--- src/design/black_scholes_explicit_stencil_unit_assert.svh ---
// Assertion macros used by the stencil unit controller.
`ifndef BLACK_SCHOLES_EXPLICIT_STENCIL_UNIT_ASSERT_SVH
`define BLACK_SCHOLES_EXPLICIT_STENCIL_UNIT_ASSERT_SVH

// Property that must hold at every clock edge outside reset.
`define BSES_ASSERT(lbl, prop) \
  lbl: assert property (@(posedge clk_i) disable iff (!rst_ni) (prop)) \
    else $error("stencil unit assertion failed");

// Condition that must never be seen outside reset.
`define BSES_NEVER(lbl, cond) \
  `BSES_ASSERT(lbl, !(cond))

`endif

--- src/design/bses_pkg.sv ---
// Package with shared types, constants and arithmetic helpers of the stencil unit.
package bses_pkg;

  localparam int unsigned GridDepth = 1024;
  localparam int unsigned IdxW      = $clog2(GridDepth);
  localparam int unsigned PtsW      = IdxW + 1;

  typedef enum logic [1:0] {
    FUNC_WRITE = 2'd0,
    FUNC_RUN   = 2'd1,
    FUNC_READ  = 2'd2,
    FUNC_NONE  = 2'd3
  } func_e;

  typedef enum logic [2:0] {
    REG_VOLATILITY = 3'd0,
    REG_RATE       = 3'd1,
    REG_DELTA_T    = 3'd2,
    REG_TIME_STEPS = 3'd3,
    REG_GRID_PTS   = 3'd4
  } reg_e;

  typedef enum logic [1:0] {
    WSEL_ITEM,
    WSEL_RDATA,
    WSEL_STENCIL
  } wsel_e;

  typedef enum logic [3:0] {
    ST_IDLE,
    ST_READ,
    ST_PRE0,
    ST_PRE1,
    ST_PRE2,
    ST_BND0,
    ST_BND1,
    ST_BND2,
    ST_RD0,
    ST_RD1,
    ST_RD2,
    ST_WAIT,
    ST_MUL,
    ST_SUM,
    ST_DONE
  } state_e;

  typedef struct packed {
    logic            cur_we;
    logic            nxt_we;
    logic [IdxW-1:0] wr_addr;
    wsel_e           wsel;
    logic            rd_en;
    logic [IdxW-1:0] rd_addr;
    logic            rd_next;
    logic            pre0;
    logic            pre1;
    logic            pre2;
    logic            coef0;
    logic            coef1;
    logic            coef2;
    logic [2:0]      tap_ld;
    logic            mul_en;
    logic [IdxW-1:0] j;
  } dp_cmd_t;

  typedef struct packed {
    logic [31:0] rd_data;
  } dp_stat_t;

  function automatic logic [31:0] sat32(input logic signed [49:0] v);
    logic [31:0] r;
    if (v > 50'sd2147483647) begin
      r = 32'h7FFF_FFFF;
    end else if (v < -50'sd2147483648) begin
      r = 32'h8000_0000;
    end else begin
      r = v[31:0];
    end
    return r;
  endfunction

endpackage

--- src/design/bses_ctrl.sv ---
// Controller: item handshake, run sequencing over passes and points, result register.
module bses_ctrl
  import bses_pkg::*;
(
  input  logic            clk_i,
  input  logic            rst_ni,
  input  logic            in_valid_i,
  output logic            in_stall_o,
  input  logic [1:0]      func_i,
  input  logic [IdxW-1:0] point_index_i,
  output logic            out_valid_o,
  input  logic            out_stall_i,
  output logic [31:0]     read_value_o,
  output logic            status_o,
  input  logic [15:0]     time_steps_i,
  input  logic [PtsW-1:0] grid_points_i,
  output dp_cmd_t         cmd_o,
  input  dp_stat_t        stat_i
);

  `include "black_scholes_explicit_stencil_unit_assert.svh"

  state_e state_q, state_d;
  logic [IdxW-1:0] j_q, j_d;
  logic [15:0]     pairs_q, pairs_d;
  logic            dir_q, dir_d;
  logic            pass2_q, pass2_d;
  logic            out_valid_q;
  logic [31:0]     rv_q;
  logic            st_q;
  logic            out_ld;
  logic [31:0]     out_rv;
  logic            out_st;
  logic            accept;
  logic [PtsW-1:0] pts;
  logic [IdxW-1:0] last;
  logic [16:0]     ts_inc;
  logic            idx_bad;
  func_e           func;

  assign pts     = (grid_points_i > PtsW'(GridDepth)) ? PtsW'(GridDepth) : grid_points_i;
  assign last    = IdxW'(pts - PtsW'(1));
  assign ts_inc  = {1'b0, time_steps_i} + 17'd1;
  assign idx_bad = {1'b0, point_index_i} >= pts;
  assign func    = func_e'(func_i);

  assign in_stall_o   = !((state_q == ST_IDLE) && (!out_valid_q || !out_stall_i));
  assign accept       = in_valid_i && !in_stall_o;
  assign out_valid_o  = out_valid_q;
  assign read_value_o = rv_q;
  assign status_o     = st_q;

  always_ff @(posedge clk_i or negedge rst_ni) begin
    if (!rst_ni) begin
      state_q     <= ST_IDLE;
      j_q         <= '0;
      pairs_q     <= '0;
      dir_q       <= 1'b0;
      pass2_q     <= 1'b0;
      out_valid_q <= 1'b0;
    end else begin
      state_q <= state_d;
      j_q     <= j_d;
      pairs_q <= pairs_d;
      dir_q   <= dir_d;
      pass2_q <= pass2_d;
      if (out_ld) begin
        out_valid_q <= 1'b1;
      end else if (!out_stall_i) begin
        out_valid_q <= 1'b0;
      end
    end
  end

  always_ff @(posedge clk_i) begin
    if (out_ld) begin
      rv_q <= out_rv;
      st_q <= out_st;
    end
  end

  always_comb begin
    state_d = state_q;
    j_d     = j_q;
    pairs_d = pairs_q;
    dir_d   = dir_q;
    pass2_d = pass2_q;
    out_ld  = 1'b0;
    out_rv  = '0;
    out_st  = 1'b0;
    cmd_o   = '0;
    cmd_o.wsel    = WSEL_STENCIL;
    cmd_o.j       = j_q;
    cmd_o.rd_next = dir_q;

    case (state_q)
      ST_IDLE: begin
        if (accept) begin
          case (func)
            FUNC_WRITE: begin
              cmd_o.cur_we  = !idx_bad;
              cmd_o.wr_addr = point_index_i;
              cmd_o.wsel    = WSEL_ITEM;
              out_ld = 1'b1;
              out_st = idx_bad;
            end
            FUNC_READ: begin
              if (idx_bad) begin
                out_ld = 1'b1;
                out_st = 1'b1;
              end else begin
                cmd_o.rd_en   = 1'b1;
                cmd_o.rd_addr = point_index_i;
                cmd_o.rd_next = 1'b0;
                state_d = ST_READ;
              end
            end
            FUNC_RUN: begin
              pairs_d = ts_inc[16:1];
              dir_d   = 1'b0;
              pass2_d = 1'b0;
              j_d     = IdxW'(1);
              if (pts < PtsW'(3) || ts_inc[16:1] == 16'd0) begin
                out_ld = 1'b1;
              end else begin
                state_d = ST_PRE0;
              end
            end
            default: begin
              out_ld = 1'b1;
            end
          endcase
        end
      end
      ST_READ: begin
        out_ld  = 1'b1;
        out_rv  = stat_i.rd_data;
        state_d = ST_IDLE;
      end
      ST_PRE0: begin
        cmd_o.pre0 = 1'b1;
        state_d = ST_PRE1;
      end
      ST_PRE1: begin
        cmd_o.pre1 = 1'b1;
        state_d = ST_PRE2;
      end
      ST_PRE2: begin
        cmd_o.pre2 = 1'b1;
        state_d = ST_BND0;
      end
      // The boundary points of the scratch grid are copied once per run.
      ST_BND0: begin
        cmd_o.rd_en   = 1'b1;
        cmd_o.rd_addr = '0;
        cmd_o.rd_next = 1'b0;
        state_d = ST_BND1;
      end
      ST_BND1: begin
        cmd_o.rd_en   = 1'b1;
        cmd_o.rd_addr = last;
        cmd_o.rd_next = 1'b0;
        cmd_o.nxt_we  = 1'b1;
        cmd_o.wr_addr = '0;
        cmd_o.wsel    = WSEL_RDATA;
        state_d = ST_BND2;
      end
      ST_BND2: begin
        cmd_o.nxt_we  = 1'b1;
        cmd_o.wr_addr = last;
        cmd_o.wsel    = WSEL_RDATA;
        state_d = ST_RD0;
      end
      ST_RD0: begin
        cmd_o.rd_en   = 1'b1;
        cmd_o.rd_addr = j_q - IdxW'(1);
        cmd_o.coef0   = 1'b1;
        state_d = ST_RD1;
      end
      ST_RD1: begin
        cmd_o.rd_en   = 1'b1;
        cmd_o.rd_addr = j_q;
        cmd_o.tap_ld  = 3'b001;
        cmd_o.coef1   = 1'b1;
        state_d = ST_RD2;
      end
      ST_RD2: begin
        cmd_o.rd_en   = 1'b1;
        cmd_o.rd_addr = j_q + IdxW'(1);
        cmd_o.tap_ld  = 3'b010;
        cmd_o.coef2   = 1'b1;
        state_d = ST_WAIT;
      end
      ST_WAIT: begin
        cmd_o.tap_ld = 3'b100;
        state_d = ST_MUL;
      end
      ST_MUL: begin
        cmd_o.mul_en = 1'b1;
        state_d = ST_SUM;
      end
      ST_SUM: begin
        cmd_o.cur_we  = dir_q;
        cmd_o.nxt_we  = !dir_q;
        cmd_o.wr_addr = j_q;
        state_d = ST_RD0;
        if (j_q == last - IdxW'(1)) begin
          j_d   = IdxW'(1);
          dir_d = !dir_q;
          if (pass2_q) begin
            pass2_d = 1'b0;
            pairs_d = pairs_q - 16'd1;
            if (pairs_q == 16'd1) begin
              state_d = ST_DONE;
            end
          end else begin
            pass2_d = 1'b1;
          end
        end else begin
          j_d = j_q + IdxW'(1);
        end
      end
      ST_DONE: begin
        out_ld  = 1'b1;
        state_d = ST_IDLE;
      end
      default: begin
        state_d = ST_IDLE;
      end
    endcase
  end

  // A pending result is never overwritten.
  `BSES_ASSERT(a_no_overwrite, out_ld |-> (!out_valid_q || !out_stall_i))
  // Only one grid is written in any cycle.
  `BSES_NEVER(a_one_write, cmd_o.cur_we && cmd_o.nxt_we)
  // Stencil writes stay on interior points.
  `BSES_ASSERT(a_interior, (state_q == ST_SUM) |-> (j_q != '0 && j_q < last))
  // A run ends only after the second pass of its last pair.
  `BSES_ASSERT(a_run_end, (state_q == ST_DONE) |-> (dir_q == 1'b0 && pairs_q == 16'd0))

endmodule

--- config.mk ---
export PLATFORM = sky130hd
export DESIGN_NAME = bses_ctrl
export DESIGN_NICKNAME = d
export VERILOG_FILES = /design/src/design/bses_pkg.sv /design/src/design/bses_ctrl.sv
export VERILOG_INCLUDE_DIRS = /design/src /design/src/design
export SDC_FILE = /design/constraint.sdc
export NUM_CORES = 1
export LEC_CHECK = 0
export BUFFER_PORTS_ARGS = -buffer_cell sky130_fd_sc_hd__buf_2
export CAP_MARGIN = 20
export CORE_MARGIN = 3
export CORE_UTILIZATION = 38
export CTS_CLUSTER_DIAMETER = 60
export CTS_CLUSTER_SIZE = 8
export DETAILED_ROUTE_END_ITERATION = 6
export GPL_ROUTABILITY_DRIVEN = 0
export GPL_TIMING_DRIVEN = 0
export MAX_ROUTING_LAYER = met4
export PLACE_DENSITY = 0.74
export SLEW_MARGIN = 5
export SYNTH_ARGS = -nofsm -noshare
export SYNTH_HDL_FRONTEND = slang
export SYNTH_SLANG_ARGS = --single-unit
export TNS_END_PERCENT = 1
--- constraint.sdc ---
create_clock -name clk_i -period 3.3 [get_ports clk_i]
set_input_delay 0.33 -clock clk_i [delete_from_list [all_inputs] [get_ports clk_i]]
set_output_delay 0.33 -clock clk_i [all_outputs]
set_load 0.005 [all_outputs]
; After elaboration in Yosys (flattened, before gate mapping)
; Index checks and enable logic that the tools add are counted.
; W data, S select, Z words.
[word_totals]
memories = 0
romBits = 0
ramBits = 0
latchBits = 0
wordCells = 117
out_inout_bits = 81
regBits = 66
input_bits = 75
[classes]
n_eq_ne = 26
bitwise = 0
reduce_logical = 21
div = 0
shifts = 0
mul = 0
muxes = 53
magnitude_cmp = 3
addsub = 6
[op_table]
columns = op, n
row1 = $pmux W11 S6, 1
row2 = $mux W16, 4
row3 = $pmux W4 S13, 1
row4 = $mux W12, 3
row5 = $pmux W16 S2, 1
row6 = $mux W10, 3
row7 = $pmux W10 S3, 1
row8 = $sub A10 B1 Y10 const B, 3
row9 = $eq A4 B4 Y1 const B, 7
row10 = $mux W24, 1
row11 = $pmux W10 S2, 1
row12 = $mux W1, 19
row13 = $add A16 B1 Y17 const B, 1
row14 = $eq A16 B1 Y1 const B, 1
row15 = $eq A4 B3 Y1 const B, 4
row16 = $logic_not A16 Y1, 1
row17 = $pmux W1 S2, 8
row18 = $sub A16 B1 Y16 const B, 1
row19 = $mux W4, 3
row20 = $ge A10 B11 Y1, 1
row21 = $gt A11 B11 Y1 const B, 1
row22 = $lt A11 B2 Y1 const B, 1
row23 = $mux W11, 1
row24 = $add A10 B1 Y10 const B, 1
row25 = 24 further kinds, 40

; Longest topological paths before layout
; Gate-level depths: netlist (run 1).
[depth]
ltp_word = 9
mapped_depth = 17
mapped_depth_nobuf = 12

; Worst setup path before layout (run 1)
; OpenSTA, ideal clock, no wires.
[synth_path]
path_kind = input to register
startpoint = input port grid_points_i[10]
endpoint = register pairs_q[13]
slack_ns = -0.737
arrival_ns = 3.910
required_ns = 3.173
stages = 16
path_cell_list = clkbuf_1 -> clkbuf_1 -> inv_1 -> nand2_1 -> ha_1 -> clkbuf_1 -> xnor2_1 -> and3_1 -> buf_1 -> o31ai_1 -> or4_4 -> a2111oi_4 -> o311ai_4 -> nor3_4 -> nand4_1 -> mux2_1
[synth_via]
elab_chain_cells = 7
[synth_lines]
columns = item, line
row1 = start: declaration, bses_ctrl.sv:16  ; input logic [PtsW-1:0] grid_points_i,
row2 = $gt A11 B11 Y1, bses_ctrl.sv:41  ; assign pts = (grid_points_i > PtsW'(GridDepth)) ? PtsW'(GridDepth) : grid_points_i;
row3 = $mux W11, bses_ctrl.sv:41
row4 = $sub A10 B1 Y10, bses_ctrl.sv:42  ; assign last = IdxW'(pts - PtsW'(1));
row5 = $sub A10 B1 Y10, bses_ctrl.sv:207  ; if (j_q == last - IdxW'(1)) begin
row6 = $eq A10 B10 Y1, bses_ctrl.sv:207
row7 = $ne A2 B2 Y1 (no line), n/a
row8 = $reduce_and A5 Y1 (no line), n/a
row9 = end signal: assignment, bses_ctrl.sv:64  ; pairs_q <= pairs_d;
row10 = end: declaration, bses_ctrl.sv:25  ; logic [15:0] pairs_q, pairs_d;
; Every way passes these cells.
; A chain may end at the register's enable or synchronous reset.

; Worst setup path after layout (run 1)
[layout_path]
startpoint = input port grid_points_i[10]
endpoint = register j_q[9]
[layout_via]
elab_chain_cells = 7
[layout_lines]
columns = item, line
row1 = $gt A11 B11 Y1, bses_ctrl.sv:41
row2 = $mux W11, bses_ctrl.sv:41
row3 = $sub A10 B1 Y10, bses_ctrl.sv:42
row4 = $sub A10 B1 Y10, bses_ctrl.sv:207
row5 = $eq A10 B10 Y1, bses_ctrl.sv:207
row6 = $mux W10, bses_ctrl.sv:207
row7 = $pmux W10 S2, bses_ctrl.sv:96  ; case (state_q)
row8 = end signal: assignment, bses_ctrl.sv:63  ; j_q <= j_d;
row9 = end: declaration, bses_ctrl.sv:24  ; logic [IdxW-1:0] j_q, j_d;
; Every way passes these cells.

==> results of run 1 <==
worst max-delay path by stage:
stage,from,end,slack (ps),depth (start not counted)
3_5_place_dp,grid_points_i[10],j_q[9]$_DFFE_PN0P_,-910,16
4_1_cts,grid_points_i[10],pairs_q[13]$_DFFE_PN0P_,-50,15
3_3_place_gp,grid_points_i[10],j_q[9]$_DFFE_PN0P_,-900,16
2_1_floorplan,grid_points_i[10],pairs_q[13]$_DFFE_PN0P_,-140,15
5_1_grt,grid_points_i[10],j_q[9]$_DFFE_PN0P_,-240,16
6_report,grid_points_i[10],j_q[9]$_DFFE_PN0P_,-120,16
synth_stat cells (all sizes together) (5+ instances only):
cell     n  area (um2)
a211oi   5       37.54
a21oi   28       140.1
a221o   12       120.1
a22o     5       43.79
a22oi    7       52.55
a31oi   15       93.84
and3    50       312.8
buf      9       57.54
clkbuf  48       180.2
dfrtp   33       825.8
edfxtp  33       991.0
ha      20       250.2
inv     26       97.59
mux2i    6       60.06
nand2   49       183.9
nand2b  12       75.07
nand3   27       135.1
nand4   11       75.07
nor2    71       271.5
nor2b   14       87.58
nor3    39       206.5
nor4    21       143.9
o21a     8       60.06
o21ai   26       133.9
o221ai   6       52.55
o22ai    6       37.54
o31a     5       43.79
o31ai    6       50.05
or3      7       43.79
or4      6       48.80
xnor2   17       148.9
xor2     8       70.07
where the power goes:
group          switching [W]  total [W]  internal [W]
combinational       0.000183   0.000311      0.000128
sequential       0.000000851   0.000860      0.000859
clock               0.000404    0.00100      0.000601
total               0.000587    0.00217       0.00159
final cells by class:
type | instances | area [um2]
Inverter | 26 | 105.1
Fill cell | 1356 | 7246
Sequential cell | 66 | 1818
Timing Repair Buffer | 167 | 904.6
Clock inverter | 7 | 85.08
Buffer | 55 | 279.0
Tap cell | 184 | 230.2
Clock buffer | 9 | 225.2
Multi-Input combinational cell | 561 | 3916
stage by stage:
step                      power (W)  std cells  hold slack, ps  setup WS (ps)  area (um2)
after floorplan            0.001042        710           34.41         -140.4        5952
after global placement     0.001150       1041           472.8         -899.0        6918
after detailed placement   0.001152       1043           475.9         -906.2        6938
after CTS                  0.002177       1068           120.3         -47.24        7466
after global routing       0.002247       1075           159.0         -235.9        7564
final                      0.002175       1075           84.62         -124.8        7564
worst register-to-register path: cells and delay by family (launching register included):
kind / cells / cell delay, ps
AOI/OAI and AO/OA: 6 / 1830
buffers and inverters: 3 / 710
DFF: 1 / 340
and+or+nand+nor: 2 / 330
registers in the layout (all words and copies together), names as in the netlist:
register	cells
read_value_o	32
pairs_q	16
out_valid_o	1
pass2_q	1
state_q	4
dir_q	1
j_q	10
status_o	1
what timing repair did:
action,CTS,global route
pin swaps,14,10
resized for setup,37,14
setup buffers,11,7
setup endpoints to repair,66,61
cells by family (layout without fill, tap and decap cells):
family | count (synthesis) | after routing | synth area share [%]
compound gates | 176 | 176 | 22.84
flops | 66 | 66 | 31.11
xor+xnor | 26 | 26 | 4.135
fa+ha+maj | 20 | 20 | 4.284
buf+inv | 83 | 264 | 5.741
simple gates | 329 | 329 | 30.10
mux | 10 | 10 | 1.799
routing by layer:
metal	routed length (um)	vias up	global-route usage (%)
met5	0	-	-
met4	719	0	8.435
met3	2130	55	5.894
met2	9373	405	37.70
met1	8514	3079	31.79
li1	-	3050	-
placed cells by master (no fill, tap or decap), types with 24 or more instances in the layout:
cell type    n
nand2_1     47
and3_1      48
a21oi_1     27
buf_2      149
dfrtp_1     32
nor3_1      35
nor2_1      69
edfxtp_1    33
nand3_1     27
clkbuf_1    39
inv_1       24
==> impl_metrics.yaml, run 1 <==
route:
  drt_wl_total_mm: 20.74
  first_pass_iters: 6
  vias_per_cell: 6.129
  drtIter0Drc: 763
  wire_per_inst_um: 19.29
  drc: 0
  drt.antenna.violating_nets: 0
  vias: 6589
timing:
  final_hold_viol_count: 0
  fin_tns_setup_ps: -1176
  tightest_slew_ps: 837.8
  fin_crit_ps: 3425
  setup_viol: 17
  slew_violations: 0
  setup_ws_ps: -124.8
  max_slew_margin_pct: 44.15
  fin_skew_ps: 11.46
  finalCritPeriodShare_pct: 103.8
  rsz0062_at_grt: "yes"
  max_freq_ghz: 0.2920
critical_path:
  crit_required_ps: 3510
  cpLargestDelayFamily: "compound AO/OA/AOI/OAI gates"
  r2r_slack_ps: -20
  r2r_cells: 11
  worstPathMaxFanout: 11
  crit_type: "in -> reg"
  slowest_delay_ps: 470
  crit_chain: "buf_8 -> clkbuf_16 -> nor2b_4 -> inv_2 -> ha_4 -> xnor2_4 -> buf_4 -> a31oi_1 -> a2111o_1 -> a211o_1 -> a2111oi_4 -> o311ai_4 -> buf_6 -> o21ai_4 -> nor3_1 -> a221o_1"
  path_buf_inv: 5
  r2r-end: "j_q[9]$_DFFE_PN0P_"
  critPathLaunchType: "primary input"
  cp-end-kind: "flop"
  arrival_ps: 3640
  crit_slowest_cell: "a2111oi_4"
  r2r_start: "j_q[9]$_DFFE_PN0P_"
clocking:
  ctsHoldBuffers: 0
  numCtsBuffers: 9
  clk_pin_slew_ps: 70
  cts_tree: "yes"
  htree_levels: 3
  clockBufferDepth: 2
  clock-sinks: 66
  root_buffer: "clkbuf_16"
  insertion_delay_ps: 340
synthesis:
  netlist_instances: 710
  avgSynthCellArea_um2: 8.226
  synth.net_count: 805
  async_flop_share_pct: 50.00
  synth_cell_type_count: 80
  yosys_warnings: 0
  synth_area_um2: 5841
  synth_edf_count: 33
  ys_seq_elements: 66
  synthFlopType: "edfxtp_1"
  yosysSeqAreaShare_pct: 31.11
floorplanning:
  design.core.area_um2: 14810
  die_w_um: 130.0
  rows: 44
  start_util_pct: 39.44
  ios: 156
  chipHeight_um: 130.0
  fp.dieArea_um2: 16890
global_route:
  antenna_found_initial: 0
  grt_max_degree: 34
  grt_pass1_vias: 5966
  grt_pass1_wl_mm: 31.60
  overflow: 0
  gr-usage-all-layers_pct: 24.53
finish:
  fin_nets: 981
  drive_gt1_share_pct: 27.61
  syn_to_final_growth_pct: 29.50
  n_antenna_cell: 0
  final_util_pct: 51.07
job:
  cap_violations: 0
worst_hold_path:
  worstHoldPathType: "in -> async"
power:
  p_leak_nw: 3.222
  ir_drop_uv: 367.3
  powerDensity_nw_per_um2: 287.6
outcome:
  violations: "setup timing"
  outcome: "complete, but fails checks"
place:
  portBuffers: 147
  dp.final_hpwl_mm: 15.82
(Power assumes the default switching activity.)
==> run 2, diff against run 1 <==
--- a/config.mk
+++ b/config.mk
@@ -6,17 +6,17 @@
 export SDC_FILE = /design/constraint.sdc
 export NUM_CORES = 1
 export LEC_CHECK = 0
-export BUFFER_PORTS_ARGS = -buffer_cell sky130_fd_sc_hd__buf_2
 export CAP_MARGIN = 20
 export CORE_MARGIN = 3
-export CORE_UTILIZATION = 38
+export CORE_UTILIZATION = 30
 export CTS_CLUSTER_DIAMETER = 60
 export CTS_CLUSTER_SIZE = 8
 export DETAILED_ROUTE_END_ITERATION = 6
+export DONT_BUFFER_PORTS = 1
 export GPL_ROUTABILITY_DRIVEN = 0
 export GPL_TIMING_DRIVEN = 0
 export MAX_ROUTING_LAYER = met4
-export PLACE_DENSITY = 0.74
+export PLACE_DENSITY = 0.56
 export SLEW_MARGIN = 5
 export SYNTH_ARGS = -nofsm -noshare
 export SYNTH_HDL_FRONTEND = slang
==> impl_metrics.yaml, run 2 (synthesized netlist as in run 1, its figures left out) <==
outcome:
  outcome: "complete, but fails checks"
  violations: "setup timing"
timing:
  finalCritPeriodShare_pct: 103.8
  slew_violations: 0
  rsz0062_at_grt: "yes"
  max_freq_ghz: 0.2919
  fin_tns_setup_ps: -820.8
  fin_crit_ps: 3426
  tightest_slew_ps: 767.1
  whs_ps: 165.3
  setup_ws_ps: -126.1
  max_slew_margin_pct: 48.86
  final_hold_viol_count: 0
  fin_skew_ps: 9.450
  setup_viol: 12
power:
  powerDensity_nw_per_um2: 293.0
  ir_drop_uv: 238.4
  p_leak_nw: 2.596
global_route:
  antenna_found_initial: 0
  overflow: 0
  grt_pass1_vias: 5352
  grt_pass1_wl_mm: 32.45
  gr-usage-all-layers_pct: 19.88
  grt_max_degree: 34
critical_path:
  r2r_slack_ps: -100
  r2r_start: "j_q[9]$_DFFE_PN0P_"
  crit_type: "in -> reg"
  worstPathMaxFanout: 8
  critPathLaunchType: "primary input"
  r2r-end: "j_q[8]$_DFFE_PN0P_"
  cp-end-kind: "flop"
  r2r_cells: 11
  crit_required_ps: 3520
  arrival_ps: 3650
route:
  wire_per_inst_um: 21.34
  vias: 5897
  drt.antenna.violating_nets: 0
  drt_wl_total_mm: 21.27
  first_pass_iters: 5
  vias_per_cell: 5.915
  drc: 0
  drtIter0Drc: 658
clocking:
  root_buffer: "clkbuf_16"
  htree_levels: 3
  clockBufferDepth: 2
  clk_pin_slew_ps: 60
  numCtsBuffers: 9
  insertion_delay_ps: 340
  cts_tree: "yes"
  clock-sinks: 66
floorplanning:
  die_w_um: 145.5
  rows: 50
  chipHeight_um: 145.5
  ios: 156
  design.core.area_um2: 18890
  start_util_pct: 30.91
  fp.dieArea_um2: 21180
worst_hold_path:
  min_path_cells: 2
  min_to: "out_valid_o$_DFFE_PN0P_"
  worstHoldPathType: "in -> reg"
  worstHoldStart: "out_stall_i"
place:
  dp_cells: 971
  portBuffers: 0
  place_area_um2: 6311
  dp.final_hpwl_mm: 16.66
finish:
  layout_common_cells: "nor2_1 (68), and3_1 (49), nand2_1 (47)"
  syn_to_final_growth_pct: 17.44
  largest_reg_flops: 32
  final_cell_area_um2: 6859
  fin_nets: 827
  final-instance-count-excl-fill: 997
  n_antenna_cell: 0
  drive_gt1_share_pct: 12.62
  final_common_cell: "nor2_1"
  final_util_pct: 36.30
job:
  cap_violations: 0
-- run 2: per-layer routing --
layer  share of wire, %  vias up  wire (um)  track usage (%)
met2                 46      287       9706            30.45
met1                 44     2818       9424            26.33
met3                7.5       35       1601            4.921
li1                   -     2757          -                -
met5                  0        -          0                -
met4                2.5        0        541            5.366
-- run 2: area by class of cell --
cell class / instances / area (um2)
Buffer: 56 / 297.8
Clock buffer: 9 / 225.2
Clock inverter: 7 / 53.80
Fill cell: 1980 / 12030
Inverter: 26 / 102.6
Multi-Input combinational cell: 561 / 3900
Sequential cell: 66 / 1817
Tap cell: 260 / 325.3
Timing Repair Buffer: 12 / 137.6
-- run 2: worst max-delay path, stage by stage --
cell and delay, ps:
clkbuf_16 130, clkbuf_16 160, nor2b_4 130, inv_2 60, ha_4 200, xnor2_4 170, and4_1 170, a2111o_1 400
a211o_1 330, a2111oi_4 450, o311ai_4 250, buf_12 220, o21ai_4 260, nor3_2 90, a221o_1 270
-- run 2: worst max path at each step --
stage | start | end | slack (ps) | cells after the start
final | grid_points_i[10] | j_q[8]$_DFFE_PN0P_ | -130 | 15
after global routing | j_q[9]$_DFFE_PN0P_ | j_q[8]$_DFFE_PN0P_ | -210 | 11
after CTS | grid_points_i[10] | j_q[9]$_DFFE_PN0P_ | -240 | 17
after detailed placement | grid_points_i[10] | pairs_q[6]$_DFFE_PN0P_ | -790 | 16
after global placement | time_steps_i[4] | read_value_o[3]$_SDFFCE_PN0P_ | -840 | 10
after floorplan | grid_points_i[10] | pairs_q[13]$_DFFE_PN0P_ | -140 | 15
-- run 2: metrics by stage --
step / setup slack [ps] / total power, W
6_report: -126.1 / 0.002010
3_3_place_gp: -835.3 / 0.001090
3_5_place_dp: -793.9 / 0.001090
2_1_floorplan: -140.4 / 0.001042
5_1_grt: -214.4 / 0.002101
4_1_cts: -240.1 / 0.002017
-- run 2: repair_timing --
item,4_1_cts,5_1_grt
gates resized for setup,13,33
hold buffers,2,0
endpoints found under the setup margin,71,69
pin swaps,4,19
endpoints found under the hold margin,33,0
buffers inserted,3,6
-- run 2: where the power goes --
group / switching [W] / leakage, nW / internal (W) / total (W)
logic: 0.000151 / 1.80 / 0.0000986 / 0.000249
clock network: 0.000387 / 0.128 / 0.000513 / 0.000900
registers: 0.000000996 / 0.668 / 0.000859 / 0.000860
